File: src/design/tph_pkg.sv
// tph_pkg: shared constants, codes and types for the position histogram unit.
// Used by tph_axis_unit and tdc_position_histogram_unit.
`default_nettype none
package tph_pkg;

   // Fixed field widths
   localparam int NS_WIDTH        = 8;
   localparam int DELAY_WIDTH     = 10;
   localparam int SCALE_WIDTH     = 10;
   localparam int OFFSET_WIDTH    = DELAY_WIDTH + 1;
   localparam int POS_WIDTH       = 16;
   localparam int RSP_COUNT_WIDTH = 32;
   localparam int COL_IN_WIDTH    = 8;
   localparam int ROW_IN_WIDTH    = 6;
   localparam int CSR_INDEX_WIDTH = 3;
   localparam int CSR_DATA_WIDTH  = 10;

   // Opcodes
   localparam logic OP_EVENT = 1'b0;
   localparam logic OP_READ  = 1'b1;

   // Register indexes
   localparam logic [CSR_INDEX_WIDTH-1:0] CSR_NS_PER_COUNT    = 3'd0;
   localparam logic [CSR_INDEX_WIDTH-1:0] CSR_DELAY_ENABLE    = 3'd1;
   localparam logic [CSR_INDEX_WIDTH-1:0] CSR_LEFT_DELAY      = 3'd2;
   localparam logic [CSR_INDEX_WIDTH-1:0] CSR_RIGHT_DELAY     = 3'd3;
   localparam logic [CSR_INDEX_WIDTH-1:0] CSR_TOP_DELAY       = 3'd4;
   localparam logic [CSR_INDEX_WIDTH-1:0] CSR_BOTTOM_DELAY    = 3'd5;
   localparam logic [CSR_INDEX_WIDTH-1:0] CSR_DETECTOR_WIDTH  = 3'd6;
   localparam logic [CSR_INDEX_WIDTH-1:0] CSR_DETECTOR_HEIGHT = 3'd7;

   // Register reset values
   localparam logic [NS_WIDTH-1:0]    NS_RESET        = 8'd25;
   localparam logic [DELAY_WIDTH-1:0] LEFT_RESET      = 10'd40;
   localparam logic [DELAY_WIDTH-1:0] RIGHT_RESET     = 10'd20;
   localparam logic [DELAY_WIDTH-1:0] TOP_RESET       = 10'd10;
   localparam logic [DELAY_WIDTH-1:0] BOTTOM_RESET    = 10'd20;
   localparam logic [SCALE_WIDTH-1:0] WIDTH_RESET     = 10'd160;
   localparam logic [SCALE_WIDTH-1:0] HEIGHT_RESET    = 10'd60;

   // Status of one axis unit back to the sequencer
   typedef struct packed {
      logic                        done;
      logic                        zero_sum;
      logic signed [POS_WIDTH-1:0] pos;
   } axis_stat_type;

endpackage
`default_nettype wire

File: src/design/tph_axis_unit.sv
// tph_axis_unit: one axis position, bit-serial multiply, scale and long divide.
// Depends on tph_pkg.
`default_nettype none
module tph_axis_unit #(
   parameter int TIME_WIDTH = 16
) (
   input  wire logic                                   clock,
   input  wire logic                                   reset,
   input  wire logic                                   start,
   input  wire logic signed [TIME_WIDTH+1:0]           diff_op,
   input  wire logic signed [TIME_WIDTH+1:0]           sum_op,
   input  wire logic signed [tph_pkg::OFFSET_WIDTH-1:0] offset,
   input  wire logic [tph_pkg::NS_WIDTH-1:0]           ns,
   input  wire logic [tph_pkg::SCALE_WIDTH-1:0]        scale,
   output tph_pkg::axis_stat_type                      stat
);

   localparam int OW   = TIME_WIDTH + 2;
   localparam int DW   = TIME_WIDTH + 10;
   localparam int PW   = DW + tph_pkg::SCALE_WIDTH;
   localparam int NW   = PW + 4;
   localparam int QW   = tph_pkg::POS_WIDTH + 1;
   localparam int MW   = tph_pkg::SCALE_WIDTH;
   localparam int CNTW = $clog2(NW + 1);
   localparam logic [CNTW-1:0] MUL_LAST = CNTW'(tph_pkg::NS_WIDTH - 1);
   localparam logic [CNTW-1:0] SCL_LAST = CNTW'(tph_pkg::SCALE_WIDTH - 1);
   localparam logic [CNTW-1:0] DIV_LAST = CNTW'(NW - 1);
   localparam int PWD  = tph_pkg::POS_WIDTH;

   typedef enum logic [5:0] {
      A_IDLE = 6'b000001,
      A_MUL  = 6'b000010,
      A_ADJ  = 6'b000100,
      A_SCL  = 6'b001000,
      A_DIV  = 6'b010000,
      A_DONE = 6'b100000
   } astate_type;

   astate_type state_ff, state_in;
   logic [CNTW-1:0] cnt_ff, cnt_in;
   logic [MW-1:0]   mdig_ff, mdig_in;
   logic [DW-1:0]   dop_ff, dop_in, sop_ff, sop_in;
   logic [DW-1:0]   dacc_ff, dacc_in, sacc_ff, sacc_in;
   logic signed [tph_pkg::OFFSET_WIDTH-1:0] off_ff, off_in;
   logic [MW-1:0]   scale_ff, scale_in;
   logic            neg_ff, neg_in, zero_ff, zero_in;
   logic [PW-1:0]   mcand_ff, mcand_in;
   logic [NW-1:0]   num_ff, num_in;
   logic [DW-1:0]   rem_ff, rem_in;
   logic [QW-1:0]   q_ff, q_in;
   logic            ovf_ff, ovf_in;

   logic [DW-1:0]   adj_diff, dmag, smag;
   logic [DW:0]     trial, trial_sub;
   logic            trial_ge;
   logic [PWD-1:0]  pos_val;

   // Offset add and magnitudes
   assign adj_diff = dacc_ff + {{(DW-tph_pkg::OFFSET_WIDTH){off_ff[tph_pkg::OFFSET_WIDTH-1]}},
                                off_ff};
   assign dmag = adj_diff[DW-1] ? (~adj_diff + 1'b1) : adj_diff;
   assign smag = sacc_ff[DW-1] ? (~sacc_ff + 1'b1) : sacc_ff;

   // One restoring divide step
   assign trial     = {rem_ff, num_ff[NW-1]};
   assign trial_ge  = trial >= {1'b0, sacc_ff};
   assign trial_sub = trial - {1'b0, sacc_ff};

   // Sign and saturation of the quotient
   always_comb begin
      if (!neg_ff) begin
         if (ovf_ff || q_ff[QW-1] || q_ff[PWD-1]) pos_val = {1'b0, {(PWD-1){1'b1}}};
         else pos_val = q_ff[PWD-1:0];
      end else begin
         if (ovf_ff || q_ff[QW-1] || (q_ff[PWD-1] && (|q_ff[PWD-2:0])))
            pos_val = {1'b1, {(PWD-1){1'b0}}};
         else pos_val = ~q_ff[PWD-1:0] + 1'b1;
      end
   end

   assign stat = '{done: (state_ff == A_DONE), zero_sum: zero_ff, pos: pos_val};

   // Sequencer and data path
   always_comb begin
      state_in = state_ff;
      cnt_in   = cnt_ff;
      mdig_in  = mdig_ff;
      dop_in   = dop_ff;
      sop_in   = sop_ff;
      dacc_in  = dacc_ff;
      sacc_in  = sacc_ff;
      off_in   = off_ff;
      scale_in = scale_ff;
      neg_in   = neg_ff;
      zero_in  = zero_ff;
      mcand_in = mcand_ff;
      num_in   = num_ff;
      rem_in   = rem_ff;
      q_in     = q_ff;
      ovf_in   = ovf_ff;
      case (state_ff)
         A_IDLE: begin
            if (start) begin
               dop_in   = {{(DW-OW){diff_op[OW-1]}}, diff_op};
               sop_in   = {{(DW-OW){sum_op[OW-1]}}, sum_op};
               dacc_in  = '0;
               sacc_in  = '0;
               mdig_in  = MW'(ns);
               off_in   = offset;
               scale_in = scale;
               cnt_in   = '0;
               state_in = A_MUL;
            end
         end
         A_MUL: begin
            // ns_per_count times both operands, one bit a cycle
            if (mdig_ff[0]) begin
               dacc_in = dacc_ff + dop_ff;
               sacc_in = sacc_ff + sop_ff;
            end
            dop_in  = {dop_ff[DW-2:0], 1'b0};
            sop_in  = {sop_ff[DW-2:0], 1'b0};
            mdig_in = {1'b0, mdig_ff[MW-1:1]};
            cnt_in  = cnt_ff + 1'b1;
            if (cnt_ff == MUL_LAST) state_in = A_ADJ;
         end
         A_ADJ: begin
            neg_in   = adj_diff[DW-1] ^ sacc_ff[DW-1];
            zero_in  = (sacc_ff == '0);
            mcand_in = PW'(dmag);
            sacc_in  = smag;
            num_in   = '0;
            mdig_in  = scale_ff;
            cnt_in   = '0;
            state_in = A_SCL;
         end
         A_SCL: begin
            // |diff| times detector size, times 16 by placement
            if (mdig_ff[0]) num_in = num_ff + {mcand_ff, 4'b0000};
            mcand_in = {mcand_ff[PW-2:0], 1'b0};
            mdig_in  = {1'b0, mdig_ff[MW-1:1]};
            cnt_in   = cnt_ff + 1'b1;
            if (cnt_ff == SCL_LAST) begin
               rem_in   = '0;
               q_in     = '0;
               ovf_in   = 1'b0;
               cnt_in   = '0;
               state_in = A_DIV;
            end
         end
         A_DIV: begin
            // one quotient bit a cycle; bits above the window are sticky overflow
            rem_in = trial_ge ? trial_sub[DW-1:0] : trial[DW-1:0];
            q_in   = {q_ff[QW-2:0], trial_ge};
            ovf_in = ovf_ff | q_ff[QW-1];
            num_in = {num_ff[NW-2:0], 1'b0};
            cnt_in = cnt_ff + 1'b1;
            if (cnt_ff == DIV_LAST) state_in = A_DONE;
         end
         A_DONE: state_in = A_IDLE;
         default: state_in = A_IDLE;
      endcase
   end

   always_ff @(posedge clock) begin
      if (reset) begin
         state_ff <= A_IDLE;
         cnt_ff   <= '0;
      end else begin
         state_ff <= state_in;
         cnt_ff   <= cnt_in;
      end
      mdig_ff  <= mdig_in;
      dop_ff   <= dop_in;
      sop_ff   <= sop_in;
      dacc_ff  <= dacc_in;
      sacc_ff  <= sacc_in;
      off_ff   <= off_in;
      scale_ff <= scale_in;
      neg_ff   <= neg_in;
      zero_ff  <= zero_in;
      mcand_ff <= mcand_in;
      num_ff   <= num_in;
      rem_ff   <= rem_in;
      q_ff     <= q_in;
      ovf_ff   <= ovf_in;
   end

endmodule
`default_nettype wire

File: config.mk
export PLATFORM = sky130hd
export DESIGN_NAME = tph_axis_unit
export DESIGN_NICKNAME = d
export VERILOG_FILES = /design/src/design/tph_pkg.sv /design/src/design/tph_axis_unit.sv
export SDC_FILE = /design/constraint.sdc
export NUM_CORES = 1
export LEC_CHECK = 0
export BUFFER_PORTS_ARGS = -buffer_cell sky130_fd_sc_hd__buf_4
export CORE_MARGIN = 3
export CORE_UTILIZATION = 44
export DETAILED_ROUTE_END_ITERATION = 7
export PLACE_DENSITY = 0.69
export SYNTH_ARGS = -nofsm -noshare
export SYNTH_HDL_FRONTEND = slang
export SYNTH_SLANG_ARGS = --single-unit
File: constraint.sdc
create_clock -name clock -period 5.6 [get_ports clock]
set_input_delay 0.84 -clock clock [delete_from_list [all_inputs] [get_ports clock]]
set_output_delay 0.84 -clock clock [all_outputs]
set_load 0.05 [all_outputs]
==> impl_metrics.yaml <==
run:
  drv_cap: 0
synthesis:
  synth.yosys.seq_area_share: 0.418
  number_of_register_bits_inferred_by_synthesis: 265
  postSynthCellCount: 1962
  yosys.area_share.adder: 0.0994
  main_combinational_cell_family_by_area_after_synthesis: "compound AO/OA/AOI/OAI gates"
  yosys.cell_types.count: 82
  proportion_of_synthesized_area_in_mux_cells: 0.0135
  synth_fp_nets: 2176
  synth-edff-count: 253
  synth-compound-area-share: 0.199
  synth_top_area_cell: "sky130_fd_sc_hd__edfxtp_1"
  synth_simple_gate_area_frac: 0.168
  yosysTopAreaCellShare: 0.405
  syn_avg_cell_area_um2: 9.56
  synthTopCellsByArea: "sky130_fd_sc_hd__edfxtp_1, sky130_fd_sc_hd__ha_1, sky130_fd_sc_hd__nand2_1"
  async_flop_share: 0
  mappedNetlistArea_um2: 18800
  synthFlopType: "sky130_fd_sc_hd__edfxtp_1"
  synth-xor-area-share: 0.0728
  ys.warnings.count: 0
detailed_routing:
  ant_nets: 0
  drt-initial-drc-count: 1079
  route.detailed.vias_per_inst: 5.77
  post-route-drc-count: 0
  detailedRoute.firstPassIterationCount: 6
  wire_per_inst_um: 16.7
  detailroute.via_count: 15000
  routed_wirelength_mm: 43.3
clocking:
  resize_count_post_cts: 0
  cts.clk_slew.worst_paths_ps: 60
  number_of_h_tree_levels: 1
  cts_root_buffer: "sky130_fd_sc_hd__clkbuf_16"
  tritoncts_buffers: 31
  ctsLongestPathBuffers: 3
  clk-insertion-delay-late_ps: 560
  cts.hold.buffers_added: 0
  tritoncts_num_sinks: 265
  cts_tree: "done"
  post-cts-setup-buffer-count: 0
cells_and_area:
  drive_above_1_share: 0.0887
  fillerInstances: 3843
  postLayoutCellArea_um2: 20900
  net_count_reported_at_finish: 2245
  area_growth_pct: 11.6
  layout_cells_excl_fill: 2593
  final_core_utilization: 0.498
timing:
  timing_hold_violations_final: 0
  final_setup_violations: 0
  maxSlewHeadroom: 0.228
  fin_skew_ps: 11.6
  period_share: 0.904
  worstMarginPinSlew_ps: 1160
  timing.final.ws_setup_ps: 538
  unrepaired_setup_endpoints_after_global_routing: "no"
  finalWorstPathRequiredPeriod_ps: 5060
  timing.hold.ws_ps: 452
  fin_setup_tns_ps: 0
  max_freq_mhz: 198
  final-max-slew-violation-count: 0
global_routing:
  global_route.usage.total: 0.187
  grt_start_max_net_pins: 68
  antenna_found_initial: 1
  overflow: 0
  grt_first_pass_wirelength_mm: 70.9
  grt_pass1_vias: 14200
critical_path:
  slowest_stage_delay_cp_ps: 540
  timing.critical_path.slowest_stage_cell: "sky130_fd_sc_hd__or3b_2"
  bufs_and_invs_on_worst_path: 2
  end_kind: "output pin"
  timing.critical_path.max_delay_family: "simple AND/OR/NAND/NOR gates"
  setup.worst_path.class: "register to output pin"
  worstPathRequired_ps: 4760
  rr_startpoint: "off_ff[10]"
  cp_max_fo: 11
  timing.critical_path.arrival_ps: 4220
  crit_path_cell_trace: "inv_1 > ha_1 > nor3b_1 > nand3_1 > or3_1 > or3_1 > or3_1 > o21ai_1 > nand3_1 > or3b_2 > nand3_1 > buf_4"
  worstSetupStartpointType: "register"
  timing.critical_path.from: "q_ff[1]"
floorplan:
  placementRows: 75
  area_of_the_core_um2: 42000
  die_x_um: 213
  start_util: 0.446
  design.die.area_um2: 45200
  floorplan.io_pins: 86
  die_h_um: 213
placement:
  place.port_buffers: 85
  post_dp_cell_area_um2: 20000
  place.detailed.hpwl_mm: 31.5
  post-place-ws_ps: 1150
  gp_congestion: 0.876
  dp_cells: 2537
pwr:
  power.leakage_nw: 8.16
  total_power_mw: 6.86
  max_vdd_drop_v: 0.000230
  pwr_density_cell_nw_per_um2: 328
min_path:
  min_path_type: "input port to register"
  timing.hold.worst.start: "scale[9]"
run_status:
  outcome: "finished clean"
## power breakdown
group	leakage [nW]	switching (mW)	internal, mW
Sequential	2.39	0.135	2.44
Clock	0.452	0.798	1.08
Combinational	5.32	1.40	1.01
## cell usage in the layout, fill, tap and decap left out, types with 6 or more instances in the layout
cell type / count
sky130_fd_sc_hd__ha_1: 141
sky130_fd_sc_hd__or3_1: 18
sky130_fd_sc_hd__a31oi_1: 18
sky130_fd_sc_hd__a21o_1: 91
sky130_fd_sc_hd__o21ai_0: 115
sky130_fd_sc_hd__o31ai_1: 19
sky130_fd_sc_hd__nor3b_1: 7
sky130_fd_sc_hd__clkinv_1: 6
sky130_fd_sc_hd__a211o_1: 6
sky130_fd_sc_hd__inv_1: 82
sky130_fd_sc_hd__and3_1: 13
sky130_fd_sc_hd__o311ai_0: 9
sky130_fd_sc_hd__nor3_1: 44
sky130_fd_sc_hd__nand2_1: 243
sky130_fd_sc_hd__clkbuf_1: 7
sky130_fd_sc_hd__a211oi_1: 18
sky130_fd_sc_hd__or2_2: 9
sky130_fd_sc_hd__o22ai_1: 26
sky130_fd_sc_hd__a21oi_1: 128
sky130_fd_sc_hd__edfxtp_1: 253
sky130_fd_sc_hd__buf_4: 101
sky130_fd_sc_hd__o21a_1: 25
sky130_fd_sc_hd__nand3_1: 47
sky130_fd_sc_hd__nor4_1: 15
sky130_fd_sc_hd__xnor2_1: 99
sky130_fd_sc_hd__a2111oi_0: 6
sky130_fd_sc_hd__nor2_1: 134
sky130_fd_sc_hd__o21bai_1: 13
sky130_fd_sc_hd__a31o_2: 6
sky130_fd_sc_hd__o211ai_1: 14
sky130_fd_sc_hd__xor2_1: 56
sky130_fd_sc_hd__a22oi_1: 8
sky130_fd_sc_hd__dfxtp_1: 12
sky130_fd_sc_hd__and2_1: 37
sky130_fd_sc_hd__nand2b_1: 19
sky130_fd_sc_hd__nand4_1: 19
sky130_fd_sc_hd__clkbuf_16: 31
sky130_fd_sc_hd__mux2i_1: 23
sky130_fd_sc_hd__nor2b_1: 25
## final cells by class
type	instances	area, µm²	area share
multi-input cells	1550	10400	0.498
flip-flops and latches	265	7840	0.374
clock buffers	40	830	0.0396
repair buffers	101	758	0.0362
well taps	539	674	0.0322
inverters	82	308	0.0147
clock inverters	15	101	0.00484
diodes	1	2.50	0.000120
## logic make-up after synthesis
group	after synthesis
AND/OR/NAND/NOR	660
AO/OA/AOI/OAI	563
flip-flops	265
XOR/XNOR	156
buffers and inverters	147
adder cells (fa/ha/maj)	146
multiplexers	25
## sequential cells by signal, indices dropped and copies added (netlist names)
name and cells:
mcand_ff 36, num_ff 36, dacc_ff 26, dop_ff 26, rem_ff 26, sacc_ff 26, sop_ff 26, q_ff 17
off_ff 11, mdig_ff 10, scale_ff 10, cnt_ff 6, state_ff 6, neg_ff 1, ovf_ff 1, zero_ff 1
## final timing paths
| path | cells past startpoint | slack, ps | end |
|---|---|---|---|
| worst min-delay path | 1 | 450 | scale_ff[9] |
| worst max register to register | 11 | 1100 | mcand_ff[13] |
| worst max-delay path | 12 | 540 | stat[6] |
| worst min register to register | 1 | 520 | mdig_ff[9] |
## layer usage
metal	GRT usage	vias to the layer above	wire length, µm
li1	-	7448	-
met1	0.270	7167	21300
met2	0.303	290	19700
met3	0.0230	50	1550
met4	0.0436	0	817
met5	0	-	0
## cell usage after synthesis (all sizes together), types with 6 or more instances
library cell and instances:
a211o 6, o311ai 10, nor3 44, o21ai 122, o31ai 20, o211ai 14
nor2 134, and3 13, edfxtp 253, a31o 6, nand3 48, a31oi 18
or3 18, a41oi 6, xnor2 100, nor4 15, nand2b 19, or2 9
nor2b 25, a211oi 19, a2111oi 7, a21oi 128, a21o 91, nor3b 9
ha 141, and2 37, nand2 244, o22ai 26, clkbuf 57, xor2 56
o21bai 13, inv 82, buf 8, dfxtp 12, nand4 19, mux2i 23
a22oi 8, o21a 25
No activity file was read; power rests on OpenSTA's default activity.
